`src/design/ultrasound_obstacle_encoder_assert.svh`:
```
// ---------------------------------------------------------------------------
// ultrasound obstacle encoder assertion macros
// concurrent checks that vanish when SYNTHESIS is defined
// ---------------------------------------------------------------------------
`ifndef ULTRASOUND_OBSTACLE_ENCODER_ASSERT_SVH
`define ULTRASOUND_OBSTACLE_ENCODER_ASSERT_SVH

`ifndef SYNTHESIS
`define UOE_ASSERT(lbl, clk, rstn, prop, msg) \
  lbl: assert property (@(posedge clk) disable iff (!rstn) prop) else $error(msg);
`define UOE_ASSERT_ANY(lbl, clk, prop, msg) \
  lbl: assert property (@(posedge clk) prop) else $error(msg);
`else
`define UOE_ASSERT(lbl, clk, rstn, prop, msg)
`define UOE_ASSERT_ANY(lbl, clk, prop, msg)
`endif

`endif

```
`src/design/uoe_pkg.sv`:
```
// ---------------------------------------------------------------------------
// uoe_pkg
// shared types and constants of the ultrasound obstacle encoder
// ---------------------------------------------------------------------------
package uoe_pkg;

  localparam int NUM_SENSORS = 6;

  typedef logic [9:0] dist_t;
  typedef logic [7:0] speed_t;
  typedef logic [7:0] code_t;
  typedef logic [4:0] margin_t;
  typedef logic [5:0] half_t;

  localparam dist_t   THRESH_RESET = 10'd200;
  localparam half_t   HALF_MAX     = 6'd63;
  localparam margin_t SPEED_MARGIN = 5'd2;

endpackage

```
`src/design/uoe_if.sv`:
```
// ---------------------------------------------------------------------------
// uoe channel interfaces
// valid/ready channels for sample items and code items
// ---------------------------------------------------------------------------
interface uoe_in_if import uoe_pkg::*; ();
  logic   valid;
  logic   ready;
  dist_t  dist_side_left;
  dist_t  dist_front_side_left;
  dist_t  dist_front_left;
  dist_t  dist_front_right;
  dist_t  dist_front_side_right;
  dist_t  dist_side_right;
  speed_t car_speed;

  modport source (
    output valid, dist_side_left, dist_front_side_left, dist_front_left,
           dist_front_right, dist_front_side_right, dist_side_right, car_speed,
    input  ready
  );
  modport sink (
    input  valid, dist_side_left, dist_front_side_left, dist_front_left,
           dist_front_right, dist_front_side_right, dist_side_right, car_speed,
    output ready
  );
endinterface

interface uoe_out_if import uoe_pkg::*; ();
  logic  valid;
  logic  ready;
  code_t code_side_left;
  code_t code_front_side_left;
  code_t code_front_left;
  code_t code_front_right;
  code_t code_front_side_right;
  code_t code_side_right;

  modport source (
    output valid, code_side_left, code_front_side_left, code_front_left,
           code_front_right, code_front_side_right, code_side_right,
    input  ready
  );
  modport sink (
    input  valid, code_side_left, code_front_side_left, code_front_left,
           code_front_right, code_front_side_right, code_side_right,
    output ready
  );
endinterface

```
`src/design/ultrasound_obstacle_encoder.sv`:
```
// ---------------------------------------------------------------------------
// ultrasound_obstacle_encoder
// encodes six ultrasound distances into per-sensor obstacle status codes
// ---------------------------------------------------------------------------
//  channel  dir  handshake    payload
//  in_ch    in   valid/ready  six 10-bit distances, 8-bit car speed
//  out_ch   out  valid/ready  six 8-bit status codes
//  cfg_*    in   cfg_we       10-bit detection threshold
//
//  one item per cycle unless out_ch stalls; input then result register
//  input register feeds six lanes and one 8x8 reciprocal multiply
//  previous distances update as an item moves into the result register
//  reset clears valids, previous distances and sets threshold to 200
//  a stalled result leaves room for one more item in the input register
// ---------------------------------------------------------------------------
`include "ultrasound_obstacle_encoder_assert.svh"

module ultrasound_obstacle_encoder import uoe_pkg::*; (
  input  logic         clk,
  input  logic         rst_n,
  uoe_in_if.sink       in_ch,
  uoe_out_if.source    out_ch,
  input  logic         cfg_we,
  input  dist_t        cfg_wdata
);

  dist_t   thresh_r;
  logic    s1_v_r, s1_v_nxt;
  dist_t   dist_s1_r [NUM_SENSORS];
  speed_t  speed_s1_r;
  dist_t   prev_r [NUM_SENSORS];
  code_t   code_r [NUM_SENSORS];
  code_t   code_nxt [NUM_SENSORS];
  logic    out_valid_r, out_valid_nxt;
  logic    in_fire, s2_rdy, adv;
  logic [15:0] speed_prod;
  margin_t margin;
  logic [NUM_SENSORS-1:0] lost;
  logic [NUM_SENSORS-1:0] nbr_lost;

  assign s2_rdy      = !out_valid_r || out_ch.ready;
  assign adv         = s1_v_r && s2_rdy;
  assign in_ch.ready = !s1_v_r || s2_rdy;
  assign in_fire     = in_ch.valid && in_ch.ready;

  // speed / 10 as (speed * 205) >> 11, exact over the 8-bit range
  assign speed_prod = {8'd0, speed_s1_r} * 16'd205;
  assign margin     = speed_prod[15:11] + SPEED_MARGIN;

  for (genvar i = 0; i < NUM_SENSORS; i++) begin : g_lane
    if (i == 0) begin : g_first
      assign nbr_lost[i] = lost[i+1];
    end else if (i == NUM_SENSORS - 1) begin : g_last
      assign nbr_lost[i] = lost[i-1];
    end else begin : g_mid
      assign nbr_lost[i] = lost[i-1] || lost[i+1];
    end

    uoe_lane u_lane (
      .cur      (dist_s1_r[i]),
      .prev     (prev_r[i]),
      .thresh   (thresh_r),
      .margin   (margin),
      .nbr_lost (nbr_lost[i]),
      .lost     (lost[i]),
      .code     (code_nxt[i])
    );
  end

  always_comb begin
    s1_v_nxt = s1_v_r;
    if (in_fire) begin
      s1_v_nxt = 1'b1;
    end else if (adv) begin
      s1_v_nxt = 1'b0;
    end
  end

  always_comb begin
    out_valid_nxt = out_valid_r;
    if (adv) begin
      out_valid_nxt = 1'b1;
    end else if (out_ch.ready) begin
      out_valid_nxt = 1'b0;
    end
  end

  always_ff @(posedge clk) begin
    if (!rst_n) begin
      thresh_r    <= THRESH_RESET;
      s1_v_r      <= 1'b0;
      out_valid_r <= 1'b0;
      for (int k = 0; k < NUM_SENSORS; k++) begin
        prev_r[k] <= '0;
      end
    end else begin
      s1_v_r      <= s1_v_nxt;
      out_valid_r <= out_valid_nxt;
      if (cfg_we) begin
        thresh_r <= cfg_wdata;
      end
      if (adv) begin
        for (int k = 0; k < NUM_SENSORS; k++) begin
          prev_r[k] <= dist_s1_r[k];
        end
      end
    end
  end

  // payload registers
  always_ff @(posedge clk) begin
    if (in_fire) begin
      dist_s1_r[0] <= in_ch.dist_side_left;
      dist_s1_r[1] <= in_ch.dist_front_side_left;
      dist_s1_r[2] <= in_ch.dist_front_left;
      dist_s1_r[3] <= in_ch.dist_front_right;
      dist_s1_r[4] <= in_ch.dist_front_side_right;
      dist_s1_r[5] <= in_ch.dist_side_right;
      speed_s1_r   <= in_ch.car_speed;
    end
    if (adv) begin
      for (int k = 0; k < NUM_SENSORS; k++) begin
        code_r[k] <= code_nxt[k];
      end
    end
  end

  assign out_ch.valid                 = out_valid_r;
  assign out_ch.code_side_left        = code_r[0];
  assign out_ch.code_front_side_left  = code_r[1];
  assign out_ch.code_front_left       = code_r[2];
  assign out_ch.code_front_right      = code_r[3];
  assign out_ch.code_front_side_right = code_r[4];
  assign out_ch.code_side_right       = code_r[5];

  `UOE_ASSERT_ANY(a_reset_empty, clk, !rst_n |=> !out_valid_r && !s1_v_r, "pipeline not empty after reset")
  `UOE_ASSERT(a_stall_cause, clk, rst_n, !in_ch.ready |-> s1_v_r && out_valid_r && !out_ch.ready, "input stalled without a full pipeline")
  `UOE_ASSERT(a_prev_update, clk, rst_n, adv |=> prev_r[0] == $past(dist_s1_r[0]) && prev_r[5] == $past(dist_s1_r[5]), "previous distances not updated")
  `UOE_ASSERT(a_result_load, clk, rst_n, adv |=> out_valid_r, "processed item did not reach the result register")

endmodule

```
`src/design/uoe_lane.sv`:
```
// ---------------------------------------------------------------------------
// uoe_lane
// per-sensor detect, half-distance saturation, movement test and lost-obstacle flag
// ---------------------------------------------------------------------------
module uoe_lane import uoe_pkg::*; (
  input  dist_t   cur,
  input  dist_t   prev,
  input  dist_t   thresh,
  input  margin_t margin,
  input  logic    nbr_lost,
  output logic    lost,
  output code_t   code
);

  logic [8:0] half_full;
  half_t      half_sat;
  dist_t      diff;
  logic       detected;
  logic       moving;

  always_comb begin
    half_full = cur[9:1];
    half_sat  = (half_full[8:6] != 3'd0) ? HALF_MAX : half_full[5:0];
    diff      = (cur >= prev) ? (cur - prev) : (prev - cur);
    detected  = cur < thresh;
    moving    = (diff > {5'd0, margin}) || nbr_lost;
    lost      = (prev < thresh) && (cur > thresh);
    code      = detected ? {half_sat, moving, 1'b1} : '0;
  end

endmodule
```
`src/flat_wrapper.sv`:
```
// flat-port wrapper written by rule: the top's interface ports become plain ports
module ultrasound_obstacle_encoder_flat import uoe_pkg::*;
  (clk, rst_n, cfg_we, cfg_wdata, in_ch_valid, in_ch_dist_side_left, in_ch_dist_front_side_left, in_ch_dist_front_left, in_ch_dist_front_right, in_ch_dist_front_side_right, in_ch_dist_side_right, in_ch_car_speed, in_ch_ready, out_ch_valid, out_ch_code_side_left, out_ch_code_front_side_left, out_ch_code_front_left, out_ch_code_front_right, out_ch_code_front_side_right, out_ch_code_side_right, out_ch_ready);
  uoe_in_if in_ch_i ();
  uoe_out_if out_ch_i ();
  input  logic clk;
  input  logic rst_n;
  input  logic cfg_we;
  input  dist_t cfg_wdata;
  input wire logic [$bits(in_ch_i.valid)-1:0] in_ch_valid;
  input wire logic [$bits(in_ch_i.dist_side_left)-1:0] in_ch_dist_side_left;
  input wire logic [$bits(in_ch_i.dist_front_side_left)-1:0] in_ch_dist_front_side_left;
  input wire logic [$bits(in_ch_i.dist_front_left)-1:0] in_ch_dist_front_left;
  input wire logic [$bits(in_ch_i.dist_front_right)-1:0] in_ch_dist_front_right;
  input wire logic [$bits(in_ch_i.dist_front_side_right)-1:0] in_ch_dist_front_side_right;
  input wire logic [$bits(in_ch_i.dist_side_right)-1:0] in_ch_dist_side_right;
  input wire logic [$bits(in_ch_i.car_speed)-1:0] in_ch_car_speed;
  output wire logic [$bits(in_ch_i.ready)-1:0] in_ch_ready;
  output wire logic [$bits(out_ch_i.valid)-1:0] out_ch_valid;
  output wire logic [$bits(out_ch_i.code_side_left)-1:0] out_ch_code_side_left;
  output wire logic [$bits(out_ch_i.code_front_side_left)-1:0] out_ch_code_front_side_left;
  output wire logic [$bits(out_ch_i.code_front_left)-1:0] out_ch_code_front_left;
  output wire logic [$bits(out_ch_i.code_front_right)-1:0] out_ch_code_front_right;
  output wire logic [$bits(out_ch_i.code_front_side_right)-1:0] out_ch_code_front_side_right;
  output wire logic [$bits(out_ch_i.code_side_right)-1:0] out_ch_code_side_right;
  input wire logic [$bits(out_ch_i.ready)-1:0] out_ch_ready;
  assign in_ch_i.valid = in_ch_valid;
  assign in_ch_i.dist_side_left = in_ch_dist_side_left;
  assign in_ch_i.dist_front_side_left = in_ch_dist_front_side_left;
  assign in_ch_i.dist_front_left = in_ch_dist_front_left;
  assign in_ch_i.dist_front_right = in_ch_dist_front_right;
  assign in_ch_i.dist_front_side_right = in_ch_dist_front_side_right;
  assign in_ch_i.dist_side_right = in_ch_dist_side_right;
  assign in_ch_i.car_speed = in_ch_car_speed;
  assign in_ch_ready = in_ch_i.ready;
  assign out_ch_valid = out_ch_i.valid;
  assign out_ch_code_side_left = out_ch_i.code_side_left;
  assign out_ch_code_front_side_left = out_ch_i.code_front_side_left;
  assign out_ch_code_front_left = out_ch_i.code_front_left;
  assign out_ch_code_front_right = out_ch_i.code_front_right;
  assign out_ch_code_front_side_right = out_ch_i.code_front_side_right;
  assign out_ch_code_side_right = out_ch_i.code_side_right;
  assign out_ch_i.ready = out_ch_ready;
  ultrasound_obstacle_encoder u_core (.clk(clk), .rst_n(rst_n), .in_ch(in_ch_i), .out_ch(out_ch_i), .cfg_we(cfg_we), .cfg_wdata(cfg_wdata));
endmodule
```
`config.mk`:
```
export PLATFORM = sky130hd
export DESIGN_NAME = ultrasound_obstacle_encoder_flat
export DESIGN_NICKNAME = d
export VERILOG_FILES = /design/src/design/uoe_pkg.sv /design/src/design/uoe_if.sv /design/src/design/ultrasound_obstacle_encoder.sv /design/src/design/uoe_lane.sv /design/src/flat_wrapper.sv
export VERILOG_INCLUDE_DIRS = /design/src /design/src/design
export SDC_FILE = /design/constraint.sdc
export NUM_CORES = 1
export LEC_CHECK = 0
export ABC_CLOCK_PERIOD_IN_PS = 17400
export BUFFER_PORTS_ARGS = -buffer_cell sky130_fd_sc_hd__buf_2
export CAP_MARGIN = 20
export CORE_UTILIZATION = 49
export DETAILED_ROUTE_END_ITERATION = 8
export PLACE_DENSITY = 0.67
export SLEW_MARGIN = 20
export SYNTH_ARGS = -nofsm -noshare
export SYNTH_HDL_FRONTEND = slang
export SYNTH_SLANG_ARGS = --single-unit
```
`constraint.sdc`:
```
create_clock -name clk -period 17.4 [get_ports clk]
set_input_delay 3.48 -clock clk [delete_from_list [all_inputs] [get_ports clk]]
set_output_delay 3.48 -clock clk [all_outputs]
set_load 0.02 [all_outputs]
```
Word level (Yosys, flattened, before mapping)
Memory sizes are Yosys's and may differ from the RTL's.
Cells that the tools add are included.
{"block": "word_totals", "reg_bits": 20, "latch_bits": 0, "ram_bits": 168, "rom_bits": 0, "inputBits": 83, "elab_cells": 122, "mem_count": 3}
{"block": "op_classes", "add_sub_neg": 13, "n_mul": 1, "div": 0, "magnitude_cmp": 30, "n_eq_ne": 0, "n_shift": 0, "mux": 35, "n_bitwise": 6, "reduce_logical": 30}
{"name": "u_core.dist_s1_r", "words": 6, "word_bits": 10, "read_ports": 6, "rd_clocked_by_memory_dff": 0, "wr": 6, "line": "ultrasound_obstacle_encoder.sv:29", "rtl": "dist_t dist_s1_r [NUM_SENSORS];"}
{"name": "u_core.prev_r", "words": 6, "word_bits": 10, "read_ports": 6, "rd_clocked_by_memory_dff": 0, "wr": 6, "line": "ultrasound_obstacle_encoder.sv:31", "rtl": "dist_t prev_r [NUM_SENSORS];"}
{"name": "u_core.code_r", "words": 6, "word_bits": 8, "read_ports": 6, "rd_clocked_by_memory_dff": 0, "wr": 6, "line": "ultrasound_obstacle_encoder.sv:32", "rtl": "code_t code_r [NUM_SENSORS];"}
{"operator": "less-than comparator 10 bit", "n": 12}
{"operator": "2-to-1 mux 10 bit", "n": 12}
{"operator": "subtractor 10 bit", "n": 12}
{"operator": ">= comparator 10 bit", "n": 6}
{"operator": "greater-than comparator 10 bit", "n": 6}
{"operator": "greater-than comparator 10 x 5 -> 1 bit", "n": 6}
{"operator": "2-to-1 mux 8 bit", "n": 6}
{"operator": "2-to-1 mux 6 bit", "n": 6}
{"operator": "nonzero test 3 bit", "n": 6}
{"operator": "multiplier 8 x 8 -> 16 bit (second input constant)", "n": 1}
{"operator": "logical OR 1 bit", "n": 12}
{"operator": "2-to-1 mux 1 bit", "n": 11}
{"operator": "logical AND 1 bit", "n": 8}
{"operator": "OR 1 bit", "n": 6}
{"operator": "adder 5 x 2 -> 5 bit (second input constant)", "n": 1}
{"operator": "nonzero test 2 bit", "n": 2}
{"operator": "logical NOT 1 bit", "n": 2}

Longest topological paths before layout
Gate-level depths: netlist of the first run.
{"block": "depth", "depth_word": 7, "ltp_mapped": 24}

Hierarchy
A second synthesis of the first run with hierarchy kept.
{"block": "unflattened", "cells_unflattened": 1672, "area_unflattened_um2": 16928.7}
{"module": "ultrasound_obstacle_encoder", "instances": 1, "cells_each": 418, "area_each_um2": 7393.3, "seq_area_each_um2": 5525.3}
{"module": "uoe_lane (u_core.g_lane[4].u_lane ...)", "instances": 2, "cells_each": 210, "area_each_um2": 1561.5, "seq_area_each_um2": 0.0}
{"module": "uoe_lane (u_core.g_lane[0].u_lane ...)", "instances": 2, "cells_each": 191, "area_each_um2": 1527.7, "seq_area_each_um2": 0.0}
{"module": "uoe_lane (u_core.g_lane[3].u_lane)", "instances": 1, "cells_each": 232, "area_each_um2": 1697.9, "seq_area_each_um2": 0.0}
{"module": "uoe_lane (u_core.g_lane[1].u_lane)", "instances": 1, "cells_each": 220, "area_each_um2": 1659.1, "seq_area_each_um2": 0.0}

Worst setup path after synthesis of the first run
No wires, ideal clock.
{"block": "synth_path", "path_kind": "input port to output port", "from": "input port out_ch_ready", "to": "output port in_ch_ready", "arrival_time_ns": 3.807, "required_ns": 13.920, "setup_slack_ns": 10.113, "path_stages": 2, "cell_sequence": "nor2b_1 nand2_1"}
{"block": "synth_between", "elab_chain_len": 2}
{"element": "start: declaration", "line": "flat_wrapper.sv:26", "rtl": "input wire logic [$bits(out_ch_i.ready)-1:0] out_ch_ready;"}
{"element": "logical OR 1 bit", "line": "ultrasound_obstacle_encoder.sv:41", "rtl": "assign s2_rdy = !out_valid_r || out_ch.ready;"}
{"element": "logical OR 1 bit", "line": "ultrasound_obstacle_encoder.sv:43", "rtl": "assign in_ch.ready = !s1_v_r || s2_rdy;"}
{"element": "end: declaration", "line": "flat_wrapper.sv:18", "rtl": "output wire logic [$bits(in_ch_i.ready)-1:0] in_ch_ready;"}
No other way between the ends.

Worst setup path in the final report of the first run
Same ends and word-level chain as after synthesis.

==> impl_metrics.tcl, run 1 <==
set metrics [dict create \
    run_status "finished, final reports clean" \
    crit_path_top_cell_by_count "sky130_fd_sc_hd__buf_2" \
    clock_tree.htree_level_count 4 \
    synthCells 1562 \
    critPathArrivalTime_ns 4.12 \
    p_total_mw 1.66 \
    postSynthAreaPerCell_um2 10.2 \
    powerDensity_nw_per_um2 94.3 \
    tritoncts.num_buffers 17 \
    number_of_antenna_violations_at_the_first_check_in_global_routing 0 \
    postCtsSetupRepairBufs 0 \
    finalHoldViolations 0 \
    post_synthesis_share_of_cell_area_spent_on_full_adders_half_adders_and_majority_gates_pct 26.6 \
    crit_share_post_route_pct 43.7 \
    worst_skew_pair.late_latency_ns 0.47 \
    synth-edff-count 176 \
    cp_data_required_time_ns 13.92 \
    routed_wire_per_std_cell_um 18.3 \
    layout-drive-gt1-share_pct 12.2 \
    crit_path_max_fo 3 \
    async_reset_ff_share_pct 0 \
    timing.critical_path.slowest_cell_delay_ns 0.19 \
    synth_fp_nets 1964 \
    floorplan.rows 65 \
    detailed_place_hpwl_um 28700 \
    fin_worst_skew_ns 0.0193 \
    synth_compound_area_share_pct 14.5 \
    tritoncts "yes" \
    critPathLaunch "out_ch_ready" \
    dp_worst_setup_slack_ns 9.79 \
    finalSetupViolCount 0 \
    dieHeight_um 182 \
    ys_seq_area_share_pct 34.8 \
    maxCapViolCount 0 \
    cellLeakagePower_nw 8.09 \
    clkSlewWorstSetupHoldPaths_ns 0.08 \
    dominantRegCellSynth "sky130_fd_sc_hd__edfxtp_1" \
    gr_overflow_total 0 \
    die_area_um2 33100 \
    worst_ir_drop_vdd_mv 0.0845 \
    grt_setup_unrepaired "no" \
    largest_net_degree_at_the_start_of_global_routing 69 \
    worstSetupPathType "input port to output pin" \
    die_x_um 182 \
    period_needed_ns 7.60 \
    regToRegStartpoint "u_core.speed_s1_r[6]$_DFFE_PP_" \
    globalplace.congestion 0.884 \
    min_path_type "register to register" \
    fill_cell_count 2747 \
    worstMarginPinSlew_ns 1.06 \
    start_util_pct 50.0 \
    yosys.area_share.xor_xnor_pct 3.09 \
    clock_tree.buffer_depth 2 \
    first_iter_violations 872 \
    postRouteWirelength_um 38500 \
    finalSetupTns_ns 0 \
    synthToLayoutAreaGrowth_pct 10.6 \
    groute.usage.overall_pct 23.9 \
    portBuffers 132 \
    timing.fmax_mhz 132 \
    vias 11900 \
    cts_hold_buffers 0 \
    critical_path_cell_list "buf_2 > nor2b_1 > nand2_1 > buf_2" \
    drt.antenna.violating_nets 0 \
    yosys-mux-area-fraction_pct 3.55 \
    synth.distinct_cells 66 \
    tritoncts_num_sinks 188 \
    holdCritStartpoint "u_core.thresh_r[2]$_SDFFE_PN0P_" \
    synth.ff_latch_count 188 \
    grt_first_pass_wirelength_um 61200 \
    final-max-slew-violation-count 0 \
    synth_top_family_by_area "adder cells" \
    antenna-diode-count 0 \
    detail_route.drc_violations 0 \
    timing.slew.headroom_pct 29.1 \
    ys_warn_count 0 \
    critical_path.slowest_cell "sky130_fd_sc_hd__nor2b_1" \
    design.final.nets 2088 \
    netlist_area_um2 15900 \
    final_critical_path_setup_slack_ns 9.80 \
    type_of_origin_of_the_critical_path "input port" \
    fp.coreArea_um2 31700 \
    synth_simple_gate_area_share_pct 11.6 \
    post_cts_resized 0 \
    ctsRootBufferMaster "sky130_fd_sc_hd__clkbuf_16" \
    dr.pass1.iters 5 \
    io_pins 133 \
    critPathCaptureType "output pin" \
    number_of_global_route_vias_before_repair 12000 \
    vias_per_cell 5.68 \
]
==> registers in the layout, indices dropped and copies added (netlist names) <==
signal	count
u_core.s1_v_r	1
u_core.out_ch.valid	1
u_core.thresh_r	10
u_core.prev_r	60
u_core.dist_s1_r	60
u_core.speed_s1_r	8
u_core.code_r	48
==> path summary, 6_finish.rpt <==
path | endpoint | slack, ns | cells past startpoint
setup reg to reg | u_core.code_r[4][1]$_SDFFCE_PN0P_ | 11.43 | 24
setup / recovery | in_ch_ready | 9.80 | 4
hold reg to reg | u_core.thresh_r[2]$_SDFFE_PN0P_ | 0.52 | 2
hold / removal | u_core.thresh_r[2]$_SDFFE_PN0P_ | 0.52 | 2
==> per-layer routing <==
layer | global-route usage [%] | wire length, um
met3 | 4.39 | 1740
met2 | 40.4 | 18200
met4 | 7.93 | 920
met1 | 30.7 | 17600
met5 | 0 | 0
==> critical path, delay by kind of cell <==
family | cells | cell delay, ns
buf+inv | 2 | 0.30
simple gates | 2 | 0.33
==> final cells by class <==
type | instances | area (um2) | area share (%)
Sequential cell | 188 | 5530 | 31.5
Multi-Input combinational cell | 1136 | 9440 | 53.8
Clock inverter | 15 | 153 | 0.869
Inverter | 195 | 732 | 4.17
Clock buffer | 17 | 425 | 2.42
Tap cell | 402 | 503 | 2.86
Timing Repair Buffer | 148 | 781 | 4.45
==> cells by family after synthesis <==
kind of cell | count (synthesis)
AND/OR/NAND/NOR | 353
AO/OA/AOI/OAI | 347
adder cells (fa/ha/maj) | 325
buffers and inverters | 238
flip-flops | 188
XOR/XNOR | 56
multiplexers | 55
==> power breakdown <==
group | switching, mW | total, mW | internal, mW | leakage (nW)
logic | 0.411 | 0.710 | 0.299 | 5.96
registers | 0.0274 | 0.558 | 0.531 | 1.86
clock network | 0.197 | 0.388 | 0.190 | 0.276
==> Yosys cell counts, drive strengths merged, types with 4 or more instances <==
master	instances	share of area, %
ha	297	23
inv	195	4.6
edfxtp	176	33
a21oi	101	3.2
nor2	82	1.9
and2	68	2.7
nand2	51	1.2
a21o	49	2.3
o21ai	47	1.5
mux2i	45	2.8
nand3	36	1.1
o21a	32	1.5
xnor2	32	1.8
nand4	30	1.2
nor2b	27	1.1
xor2	24	1.3
clkbuf	23	0.54
fa	22	2.8
buf	20	0.71
o211ai	20	0.95
a211oi	16	0.79
a31oi	15	0.59
nor3	15	0.47
dfxtp	12	1.5
mux2	10	0.71
or3	9	0.35
nand2b	8	0.32
o2111ai	7	0.39
o21bai	7	0.33
a221oi	6	0.37
and3	6	0.24
maj3	6	0.38
o31ai	6	0.28
a211o	4	0.23
a311o	4	0.25
a31o	4	0.22
and4	4	0.22
nor3b	4	0.19
nor4	4	0.16
o31a	4	0.22
==> cell usage in the layout, fill, tap and decap left out, types with 24 or more instances in the layout <==
cell type	Yosys	final
sky130_fd_sc_hd__ha_1	297	297
sky130_fd_sc_hd__nor2b_1	27	27
sky130_fd_sc_hd__nand2_1	51	51
sky130_fd_sc_hd__a21o_1	49	49
sky130_fd_sc_hd__nand4_1	30	30
sky130_fd_sc_hd__mux2i_1	45	45
sky130_fd_sc_hd__a21oi_1	101	101
sky130_fd_sc_hd__xor2_1	24	24
sky130_fd_sc_hd__nor2_1	82	82
sky130_fd_sc_hd__o21ai_0	46	46
sky130_fd_sc_hd__edfxtp_1	176	176
sky130_fd_sc_hd__and2_1	68	66
sky130_fd_sc_hd__xnor2_1	32	30
sky130_fd_sc_hd__buf_2	9	132
sky130_fd_sc_hd__inv_1	195	195
sky130_fd_sc_hd__o21a_1	32	32
sky130_fd_sc_hd__nand3_1	36	36
==> per-stage QoR <==
stage	hold slack [ns]	cells	util (%)	cell area, um2
floorplan	0.483	1562	-	15900
detailed placement	0.508	2069	53.5	17000
global placement	0.498	2069	53.5	17000
global route	0.546	2101	55.4	17600
CTS	0.527	2101	55.3	17500
finish	0.520	2101	55.4	17600
(Power assumes the default switching activity.)
==> run 2, diff against run 1 <==
--- a/config.mk
+++ b/config.mk
@@ -6,12 +6,13 @@
 export SDC_FILE = /design/constraint.sdc
 export NUM_CORES = 1
 export LEC_CHECK = 0
-export ABC_CLOCK_PERIOD_IN_PS = 17400
+export ABC_AREA = 1
+export ABC_CLOCK_PERIOD_IN_PS = 6900
 export BUFFER_PORTS_ARGS = -buffer_cell sky130_fd_sc_hd__buf_2
 export CAP_MARGIN = 20
 export CORE_UTILIZATION = 49
 export DETAILED_ROUTE_END_ITERATION = 8
-export PLACE_DENSITY = 0.67
+export PLACE_DENSITY = 0.7
 export SLEW_MARGIN = 20
 export SYNTH_ARGS = -nofsm -noshare
 export SYNTH_HDL_FRONTEND = slang
==> constraint.sdc (replaced) <==
create_clock -name clk -period 6.9 [get_ports clk]
set_input_delay 1.38 -clock clk [delete_from_list [all_inputs] [get_ports clk]]
set_output_delay 1.38 -clock clk [all_outputs]
set_load 0.02 [all_outputs]
==> impl_metrics.tcl, run 2 <==
set metrics [dict create \
    type_of_origin_of_the_critical_path "register" \
    critPathArrivalTime_ns 6.00 \
    final-max-slew-violation-count 0 \
    finalHoldViolations 0 \
    layout-drive-gt1-share_pct 10.1 \
    postRouteWirelength_um 48400 \
    postCtsSetupRepairBufs 0 \
    worstMarginPinSlew_ns 1.12 \
    run_status "finished, final reports clean" \
    finalSetupTns_ns 0 \
    clkSlewWorstSetupHoldPaths_ns 0.08 \
    largest_net_degree_at_the_start_of_global_routing 61 \
    grt_setup_unrepaired "no" \
    number_of_antenna_violations_at_the_first_check_in_global_routing 0 \
    cts_hold_buffers 0 \
    yosysMostFrequentCell "sky130_fd_sc_hd__nand2_1" \
    p_sw_mw 1.83 \
    timing.fmax_mhz 173 \
    async_reset_ff_share_pct 0 \
    detail_route.drc_violations 0 \
    io_pins 133 \
    finalSetupViolCount 0 \
    first_iter_violations 977 \
    layout_top_registers "u_core.dist_s1_r (60), u_core.prev_r (60), u_core.code_r (48)" \
    switching_share_pct 41.5 \
    dominantRegCellSynth "sky130_fd_sc_hd__edfxtp_1" \
    drt.antenna.violating_nets 0 \
    portBuffers 132 \
    worstSetupPathType "register to register" \
    tritoncts "yes" \
    cellLeakagePower_nw 9.84 \
    placedInstanceArea_um2 18500 \
    netlist_area_um2 17300 \
    floorplan.rows 68 \
    ctsRootBufferMaster "sky130_fd_sc_hd__clkbuf_16" \
    worst_skew_pair.late_latency_ns 0.48 \
    design_area_um2 19100 \
    post_synth_most_frequent_cells "sky130_fd_sc_hd__nand2_1, sky130_fd_sc_hd__inv_1, sky130_fd_sc_hd__ha_1" \
    vias 14900 \
    timing.slew.headroom_pct 25.1 \
    share_clk_of_total_power_pct 23.2 \
    period_needed_ns 5.80 \
    final_common_cell "sky130_fd_sc_hd__nand2_1" \
    crit_path_max_fo 9 \
    fp.coreArea_um2 34700 \
    synth_top_area_share_pct 30.5 \
    ys_seq_area_share_pct 31.9 \
    synthCells 2184 \
    clock_tree.buffer_depth 2 \
    detailed_place_hpwl_um 37300 \
    vias_per_cell 5.36 \
    final.hold.worst_slack_ns 0.512 \
    number_of_global_route_vias_before_repair 14500 \
    synth.area.top_cells "sky130_fd_sc_hd__edfxtp_1, sky130_fd_sc_hd__ha_1, sky130_fd_sc_hd__nand2_1" \
    tritoncts.num_buffers 17 \
    tritoncts_num_sinks 188 \
    final_critical_path_setup_slack_ns 1.10 \
    worst_ir_drop_vdd_mv 0.218 \
    powerDensity_nw_per_um2 232 \
    fin_worst_skew_ns 0.0167 \
    dp_worst_setup_slack_ns 1.11 \
    ys_warn_count 0 \
    fill_cell_count 3307 \
    synth_fp_nets 2586 \
    grt_first_pass_wirelength_um 76100 \
    die_x_um 190 \
    clock_tree.htree_level_count 4 \
    gr_overflow_total 0 \
    min_path_type "register to register" \
    maxCapViolCount 0 \
    synth-edff-count 176 \
    cp_data_required_time_ns 7.11 \
    seq_power_share_pct 31.8 \
    synth_area_leader_cell "sky130_fd_sc_hd__edfxtp_1" \
    layout_common_cells "sky130_fd_sc_hd__nand2_1, sky130_fd_sc_hd__inv_1, sky130_fd_sc_hd__ha_1" \
    crit_share_post_route_pct 84.0 \
    design.final.nets 2718 \
    synth.distinct_cells 48 \
    postSynthAreaPerCell_um2 7.94 \
    p_int_mw 2.59 \
    dieHeight_um 190 \
    die_area_um2 36100 \
    synthToLayoutAreaGrowth_pct 9.98 \
    groute.usage.overall_pct 27.4 \
    synth.ff_latch_count 188 \
    dr.pass1.iters 6 \
    globalplace.congestion 0.938 \
    post_cts_resized 0 \
    critPathCaptureType "register" \
    routed_wire_per_std_cell_um 17.4 \
    power.share.combinational_pct 45.0 \
    antenna-diode-count 0 \
    start_util_pct 49.9 \
]
-- run 2: layout make-up --
type                       count  area, um2  share of cell area [%]
clock buffer                  21        493                    2.59
timing repair buffer         142        736                    3.86
clock inverter                11       97.6                   0.512
sequential                   188       5530                    29.0
multi-input combinational   1609      10300                    54.0
inverter                     358       1350                    7.06
tap                          455        569                    2.99
-- run 2: power groups by stage --
stage               clock (mW)  sequential (mW)  combinational [mW]
finish                    1.02             1.41                1.99
global route              1.08             1.41                2.27
CTS                       1.04             1.41                1.98
detailed placement           0             1.43                1.96
global placement             0             1.43                1.89
floorplan                    0             1.43                1.45
-- run 2: critical path, stage by stage (launching register included) --
cell and delay [ns]:
sky130_fd_sc_hd__edfxtp_1 0.48, sky130_fd_sc_hd__ha_1 0.36, sky130_fd_sc_hd__fa_1 0.51, sky130_fd_sc_hd__fa_1 0.52, sky130_fd_sc_hd__inv_1 0.06, sky130_fd_sc_hd__fa_1 0.53, sky130_fd_sc_hd__inv_1 0.04, sky130_fd_sc_hd__ha_1 0.31
sky130_fd_sc_hd__nand2_1 0.06, sky130_fd_sc_hd__inv_1 0.08, sky130_fd_sc_hd__nand2_1 0.06, sky130_fd_sc_hd__nand2_1 0.07, sky130_fd_sc_hd__a31o_2 0.11, sky130_fd_sc_hd__a31oi_1 0.09, sky130_fd_sc_hd__xnor2_1 0.73, sky130_fd_sc_hd__ha_1 0.38
sky130_fd_sc_hd__inv_1 0.21, sky130_fd_sc_hd__ha_1 0.30, sky130_fd_sc_hd__nand2_1 0.10, sky130_fd_sc_hd__nor2_1 0.05, sky130_fd_sc_hd__a211oi_1 0.18, sky130_fd_sc_hd__nand2_1 0.08, sky130_fd_sc_hd__nand2_1 0.06, sky130_fd_sc_hd__nand2_1 0.05
sky130_fd_sc_hd__nand2_1 0.07, sky130_fd_sc_hd__a21oi_2 0.05
-- run 2: metrics by stage --
step                      std cells  power, mW  util [%]
after floorplan                2184       2.88         -
after global placement         2752       3.32      53.2
after detailed placement       2752       3.39      53.2
after CTS                      2784       4.42      54.9
after global routing           2784       4.76      54.9
final                          2784       4.42      54.9
-- run 2: metal layers --
layer  vias up  global-route usage [%]  routed length [um]
li1       7494                       -                   -
met1      6886                    37.1               22600
met2       466                    45.0               22100
met3        74                    3.14                2360
met4         0                    9.93                1310
met5         -                       0                   0
-- run 2: kinds of logic after synthesis --
kind of cell             count (synthesis)  share of synthesized area [%]
flip-flops                             188                           31.9
adder cells (fa/ha/maj)                319                           24.0
AO/OA/AOI/OAI                          303                           9.95
buffers and inverters                  387                           8.78
AND/OR/NAND/NOR                        941                           23.1
multiplexers                             2                          0.115
XOR/XNOR                                44                           2.22
-- run 2: path summary, 6_finish.rpt --
check | from | end | slack (ns) | cells after the start
hold / removal | u_core.out_ch.valid$_SDFFE_PN0P_ | u_core.out_ch.valid$_SDFFE_PN0P_ | 0.51 | 2
setup reg to reg | u_core.speed_s1_r[6]$_DFFE_PP_ | u_core.code_r[1][1]$_SDFFCE_PN0P_ | 1.10 | 25
hold reg to reg | u_core.out_ch.valid$_SDFFE_PN0P_ | u_core.out_ch.valid$_SDFFE_PN0P_ | 0.51 | 2
setup / recovery | u_core.speed_s1_r[6]$_DFFE_PP_ | u_core.code_r[1][1]$_SDFFCE_PN0P_ | 1.10 | 25
